==> config.mk <==
export PLATFORM = sky130hd
export DESIGN_NAME = ids_raster_ctrl
export DESIGN_NICKNAME = d
export VERILOG_FILES = /design/src/design/image_downscale_2x2_average_top_defines.svh /design/src/design/ids_pkg.sv /design/src/design/ids_raster_ctrl.sv
export SDC_FILE = /design/constraint.sdc
export NUM_CORES = 1
export LEC_CHECK = 0
export ABC_AREA = 1
export BUFFER_PORTS_ARGS = -buffer_cell sky130_fd_sc_hd__buf_2
export CAP_MARGIN = 10
export CELL_PAD_IN_SITES_DETAIL_PLACEMENT = 0
export CELL_PAD_IN_SITES_GLOBAL_PLACEMENT = 2
export CORE_ASPECT_RATIO = 1.75
export CORE_MARGIN = 3
export CORE_UTILIZATION = 31
export CTS_CLUSTER_SIZE = 28
export DETAILED_ROUTE_END_ITERATION = 6
export HOLD_SLACK_MARGIN = 0.08
export PLACE_DENSITY = 0.85
export SYNTH_ARGS = -nofsm -noshare
export SYNTH_HDL_FRONTEND = slang
export SYNTH_SLANG_ARGS = --single-unit
export TNS_END_PERCENT = 1
==> constraint.sdc <==
create_clock -name clk_i -period 2.75 [get_ports clk_i]
set_input_delay 0.55 -clock clk_i [delete_from_list [all_inputs] [get_ports clk_i]]
set_output_delay 0.55 -clock clk_i [all_outputs]
set_load 0.1 [all_outputs]
==> src/design/image_downscale_2x2_average_top_defines.svh <==
`ifndef IMAGE_DOWNSCALE_2X2_AVERAGE_TOP_DEFINES_SVH
`define IMAGE_DOWNSCALE_2X2_AVERAGE_TOP_DEFINES_SVH

// Assertion helpers. They expect clk_i and rst_ni in the scope of use.

`define IDS_ASSERT_SAME(lbl, ante, cons, msg) \
  lbl: assert property (@(posedge clk_i) disable iff (!rst_ni) (ante) |-> (cons)) \
    else $error(msg);

`define IDS_ASSERT_NEXT(lbl, ante, cons, msg) \
  lbl: assert property (@(posedge clk_i) disable iff (!rst_ni) (ante) |=> (cons)) \
    else $error(msg);

`endif

==> src/design/ids_pkg.sv <==
`default_nettype none

package ids_pkg;

  localparam int unsigned PIX_W       = 8;
  localparam int unsigned SUM_W       = 9;
  localparam int unsigned STORE_W     = 3 * SUM_W;
  localparam int unsigned CFG_W       = 13;
  localparam int unsigned SIZE_MIN    = 2;
  localparam int unsigned WIDTH_RESET  = 640;
  localparam int unsigned HEIGHT_RESET = 480;

  typedef enum logic [0:0] {
    REG_IMAGE_WIDTH  = 1'b0,
    REG_IMAGE_HEIGHT = 1'b1
  } cfg_reg_e;

  typedef struct packed {
    logic pend_load;
    logic store_wr;
    logic store_rd;
    logic last;
  } step_t;

endpackage

`default_nettype wire

==> src/design/ids_raster_ctrl.sv <==
`default_nettype none

module ids_raster_ctrl #(
  parameter int unsigned MAX_WIDTH  = 4096,
  parameter int unsigned MAX_HEIGHT = 4096,
  parameter int unsigned AW         = 11
) (
  input  wire logic                       clk_i,
  input  wire logic                       rst_ni,
  input  wire logic                       cfg_we_i,
  input  wire logic [0:0]                 cfg_index_i,
  input  wire logic [ids_pkg::CFG_W-1:0]  cfg_wdata_i,
  input  wire logic                       accept_i,
  output ids_pkg::step_t                  step_o,
  output logic      [AW-1:0]              slot_o
);

  localparam int unsigned CW = (MAX_WIDTH > 2) ? $clog2(MAX_WIDTH) : 1;
  localparam int unsigned RW = (MAX_HEIGHT > 2) ? $clog2(MAX_HEIGHT) : 1;
  localparam int unsigned WW = $clog2(MAX_WIDTH + 1);
  localparam int unsigned HW = $clog2(MAX_HEIGHT + 1);
  localparam int unsigned RST_W =
    (ids_pkg::WIDTH_RESET > MAX_WIDTH) ? MAX_WIDTH : ids_pkg::WIDTH_RESET;
  localparam int unsigned RST_H =
    (ids_pkg::HEIGHT_RESET > MAX_HEIGHT) ? MAX_HEIGHT : ids_pkg::HEIGHT_RESET;

  logic [CW-1:0] col_q;
  logic [RW-1:0] row_q;
  logic [WW-1:0] width_q, width_d;
  logic [HW-1:0] height_q, height_d;
  logic [WW-1:0] col_ext, width_even;
  logic [HW-1:0] row_ext, height_even;
  logic          col_end, row_end;

  always_comb begin
    if (cfg_wdata_i < ids_pkg::CFG_W'(ids_pkg::SIZE_MIN)) begin
      width_d = WW'(ids_pkg::SIZE_MIN);
    end else if (32'(cfg_wdata_i) > 32'(MAX_WIDTH)) begin
      width_d = WW'(MAX_WIDTH);
    end else begin
      width_d = WW'(cfg_wdata_i);
    end
    if (cfg_wdata_i < ids_pkg::CFG_W'(ids_pkg::SIZE_MIN)) begin
      height_d = HW'(ids_pkg::SIZE_MIN);
    end else if (32'(cfg_wdata_i) > 32'(MAX_HEIGHT)) begin
      height_d = HW'(MAX_HEIGHT);
    end else begin
      height_d = HW'(cfg_wdata_i);
    end
  end

  assign col_ext     = WW'(col_q);
  assign row_ext     = HW'(row_q);
  assign width_even  = {width_q[WW-1:1], 1'b0};
  assign height_even = {height_q[HW-1:1], 1'b0};
  assign col_end     = (col_ext + WW'(1)) >= width_q;
  assign row_end     = (row_ext + HW'(1)) >= height_q;

  always_comb begin
    step_o = '0;
    if (col_ext < width_even) begin
      step_o.pend_load = ~col_q[0];
      if (col_q[0] && (row_ext < height_even)) begin
        step_o.store_wr = ~row_q[0];
        step_o.store_rd = row_q[0];
      end
    end
    step_o.last = (col_ext == width_even - WW'(1)) && (row_ext == height_even - HW'(1));
  end

  assign slot_o = AW'(col_q >> 1);

  always_ff @(posedge clk_i or negedge rst_ni) begin
    if (!rst_ni) begin
      col_q    <= '0;
      row_q    <= '0;
      width_q  <= WW'(RST_W);
      height_q <= HW'(RST_H);
    end else begin
      if (cfg_we_i) begin
        unique case (ids_pkg::cfg_reg_e'(cfg_index_i))
          ids_pkg::REG_IMAGE_WIDTH:  width_q  <= width_d;
          ids_pkg::REG_IMAGE_HEIGHT: height_q <= height_d;
          default: ;
        endcase
      end
      if (accept_i) begin
        if (col_end) begin
          col_q <= '0;
          row_q <= row_end ? '0 : row_q + RW'(1);
        end else begin
          col_q <= col_q + CW'(1);
        end
      end
    end
  end

endmodule

`default_nettype wire
### Yosys cells after proc, flatten, opt, wreduce, memory -nomap -nowiden

Cells that the tools add are included.

| operators by class | value |
|---|---|
| equality and inequality tests | 2 |
| reductions and logical operators | 5 |
| add/sub/neg operators | 6 |
| bitwise logic cells | 3 |
| $lt $le $gt $ge | 6 |
| mux-type cells | 6 |

Operators by type and width:

| kind | number |
|---|---|
| adder 12 x 1 -> 13 bit, second input constant | 2 |
| equality test 12 x 13 -> 1 bit | 2 |
| greater-or-equal comparator 13 bit | 2 |
| less-than comparator 12 x 13 -> 1 bit | 2 |
| two-way mux 13 bit | 2 |
| subtractor 13 x 1 -> 13 bit, second input constant | 2 |
| adder 12 x 1 -> 12 bit, second input constant | 2 |
| two-way mux 12 bit | 2 |
| > comparator 13 bit, second input constant | 1 |
| less-than comparator 13 x 2 -> 1 bit, second input constant | 1 |
| AND reduction 2 bit | 3 |
| two-way mux 3 bit | 1 |
| NOT 1 bit | 3 |
| logical AND 1 bit | 2 |
| two-way mux 2 bit | 1 |

| word-level totals | value |
|---|---|
| logic and storage cells | 32 |
| bits of input ports | 18 |
| output and inout bits | 15 |
| register bits after elaboration | 50 |

### Logic depth before layout (Yosys ltp)

| depth | value |
|---|---|
| word-level depth | 4 |
| mapped depth | 20 |
| mapped depth without buffers | 19 |

### Worst setup path after synthesis

No wires, ideal clock.

| timing | value |
|---|---|
| kind | register to output |
| start point | register height_q[6] |
| end point | output port step_o[1] (netlist bit) |
| data required time | 2200 ps |
| slack | -1141 ps |
| cell stages (with the launch flop) | 8 |
| arrival time | 3341 ps |
| path buffers | 0 |
| path through | dfstp_2 inv_1 ha_1 a21oi_1 o21ai_0 nand2_1 nand4_1 nor3_1 |

RTL lines:

| item | line | RTL |
|---|---|---|
| start: declaration | ids_raster_ctrl.sv:30 | `logic [HW-1:0] height_q, height_d;` |
| start signal: assignment | ids_raster_ctrl.sv:78 | `height_q <= HW'(RST_H);` |
| start signal: assignment | ids_raster_ctrl.sv:83 | `ids_pkg::REG_IMAGE_HEIGHT: height_q <= height_d;` |
| end: declaration | ids_raster_ctrl.sv:14 | `output ids_pkg::step_t step_o,` |

==> results_dict.tcl <==
set metrics [dict create \
    syn_nets 737 \
    reg2reg_from "row_q[1]" \
    synth_cell_types 41 \
    avgViaCountPerCell 4.982 \
    areaGrowthSynthToFinish_pct 27.64 \
    leakage_nw 3.000 \
    drt_iter0_drc 131 \
    dieArea_mm2 0.01629 \
    crit_path_max_incr_delay_ns 0.58 \
    stdcell_count 936 \
    cts_tree "yes" \
    grt_pass1_wl_um 23210 \
    yosys_register_bits 50 \
    fin_ws_ns -0.08499 \
    crit_slowest_cell "dfstp_2" \
    grt_max_degree 33 \
    timing.rr.end "row_q[10]" \
    tightest_slew_ns 0.5634 \
    drc 0 \
    antenna_found_initial 0 \
    clock_skew_ns 0.01545 \
    avgSynthCellArea_um2 6.849 \
    whs_ns 0.1918 \
    slew_headroom_pct 62.15 \
    diodes 0 \
    r2r_setup_slack_ns -0.07 \
    io_pins 33 \
    post-route-period-util_pct 103.1 \
    hold_violations 0 \
    critPathTopFamily "flip-flops" \
    initial_core_util_pct 31.63 \
    nets 825 \
    hp-class "in2async" \
    seq_area_frac_synth_pct 27.55 \
    finalMaxSlewViolations 0 \
    clk_pin_slew_worst_paths_ns 0.08 \
    routed_wl_um 15240 \
    rsz0062_at_grt "yes" \
    insertion_delay_ns 0.30 \
    track_usage_pct 18.20 \
    netlist_area_mm2 0.004568 \
    rows 58 \
    maxCapViolCount 0 \
    die_w_um 97.77 \
    cp_max_fo 5 \
    port_buffers 32 \
    design_area_mm2 0.005831 \
    finalCriticalPeriod_ns 2.835 \
    core-area_mm2 0.01444 \
    firstDrtPassIters 4 \
    dpl.hpwl_um 12130 \
    post_drt_wl_per_cell_um 16.28 \
    fp.dieH_um 166.6 \
    num_vias 4663 \
    fmax_ghz 0.3527 \
    ant_nets 0 \
    path_buf_inv 2 \
    hold_buffers 0 \
    first_global_vias 4706 \
    tritoncts.num_buffers 5 \
    cts_buffer_depth 2 \
    crit_required_ns 2.20 \
    drive_above_1_share_pct 26.32 \
    power_mw 4.923 \
    setup_viol 15 \
    outcome "finished with violations" \
    htree_num_levels 2 \
    grt-ovfl-total 0 \
    worst_setup_path_start_kind "flop" \
    arrival_ns 2.28 \
    placed_area_mm2 0.005293 \
    root_buffer "clkbuf_16" \
    clock-sinks 50 \
    gp_congestion 0.8508 \
    cp_cell_sequence "inv_1 > ha_1 > a21oi_1 > o21ai_0 > nand2_1 > nand4_1 > nor3_2 > buf_12" \
    peakVddDrop_mv 0.4623 \
    post-place-cells 912 \
    pwr_density_cell_mw_per_mm2 844.3 \
    end_kind "output pin" \
    criticalPathCategory "reg2out" \
    violations "setup timing" \
    reg2reg_depth 19 \
    synth_warnings 0 \
    synthCells 667 \
]
[flip-flops by register name, summed over array words and instances (netlist names)]
register	cells
height_q	13
row_q	12
col_q	12
width_q	13
[routing by layer]
metal,up-vias,GRT usage [%],part of all wire (%)
li1,2350,-,-
met1,2237,16.69,35
met2,51,39.62,60
met3,25,1.299,1.3
met4,0,6.329,2.9
met5,-,0,0
[worst register-to-register path, delay by kind of cell, from the launching register on]
kind / cells / cell delay (ns)
compound gates: 4 / 0.52
fa+ha+maj: 2 / 0.44
buf+inv: 4 / 0.36
flops: 1 / 0.40
simple gates: 9 / 1.02
[logic make-up after synthesis]
family	share of synthesized area (%)
simple gates	32.95
buf+inv	10.35
compound gates	11.15
fa+ha+maj	14.24
flops	27.55
xor+xnor	3.752
[synthesized netlist by cell type (all sizes together)]
cell / instances / area (um^2)
a21o: 1 / 7.510
a21oi: 28 / 143.9
a22oi: 1 / 7.510
a32o: 2 / 20.02
and3: 1 / 6.260
buf: 13 / 101.3
clkbuf: 6 / 22.52
dfrtp: 44 / 1101
dfstp: 6 / 157.7
ha: 52 / 650.6
inv: 93 / 349.1
nand2: 188 / 718.2
nand3: 39 / 205.2
nand3b: 2 / 15.01
nand4: 12 / 81.33
nor2: 78 / 336.6
nor3: 13 / 80.08
nor3b: 1 / 7.510
nor4: 4 / 40.04
o211ai: 1 / 7.510
o21ai: 58 / 297.8
o22ai: 4 / 25.02
or2: 2 / 15.02
xnor2: 1 / 8.760
xnor3: 1 / 22.52
xor2: 16 / 140.1
[where the power goes]
part           switching [mW]  total, mW  internal, mW
registers               0.184       1.08         0.897
clock network           0.317      0.656         0.339
logic                    2.03       3.19          1.15
total                    2.53       4.92          2.39
[layout by cell type (no fill, tap or decap), types with 17 or more instances in the layout]
cell type and instances:
a21oi_1 25, dfrtp_1 43, o21ai_0 35, inv_2 19, o21ai_1 17, nor2_1 59, inv_1 74, ha_1 46
buf_4 61, nand2_1 177, nand3_1 31, buf_2 28
[area by class of cell]
type                            instances  area (um^2)
Fill cell                            1535         8611
Multi-Input combinational cell        507         3109
Sequential cell                        50         1260
Timing Repair Buffer                   98        743.2
Inverter                               93        349.1
Tap cell                              180        225.2
Clock buffer                            6        128.9
Clock inverter                          2        15.01
[how the worst max path moves through the flow]
| stage | start | to | cells past startpoint |
|---|---|---|---|
| after detailed placement | row_q[1] | row_q[10] | 19 |
| after global placement | col_q[1] | col_q[7] | 15 |
| after global routing | col_q[3] | row_q[6] | 18 |
| after floorplan | height_q[6] | step_o[1] | 7 |
| final | height_q[6] | step_o[2] | 8 |
| after CTS | row_q[1] | step_o[0] | 15 |
[metrics by stage]
step	setup TNS, ns	util (%)	worst slack [ns]
2_1_floorplan	-0.9067	-	-0.3114
3_3_place_gp	-1.257	36.65	-0.1006
3_5_place_dp	-2.319	36.65	-0.1568
4_1_cts	-2.057	38.46	-0.2253
5_1_grt	-5.168	40.37	-0.2397
6_report	-0.7561	40.37	-0.08499
[timing repair]
action / in CTS / in global routing
pin swaps: 13 / 28
gates cloned: 1 / 1
resized for setup: 27 / 45
setup endpoints to repair: 25 / 28
buffers inserted: 4 / 10
No activity file was read; power rests on OpenSTA's default activity.
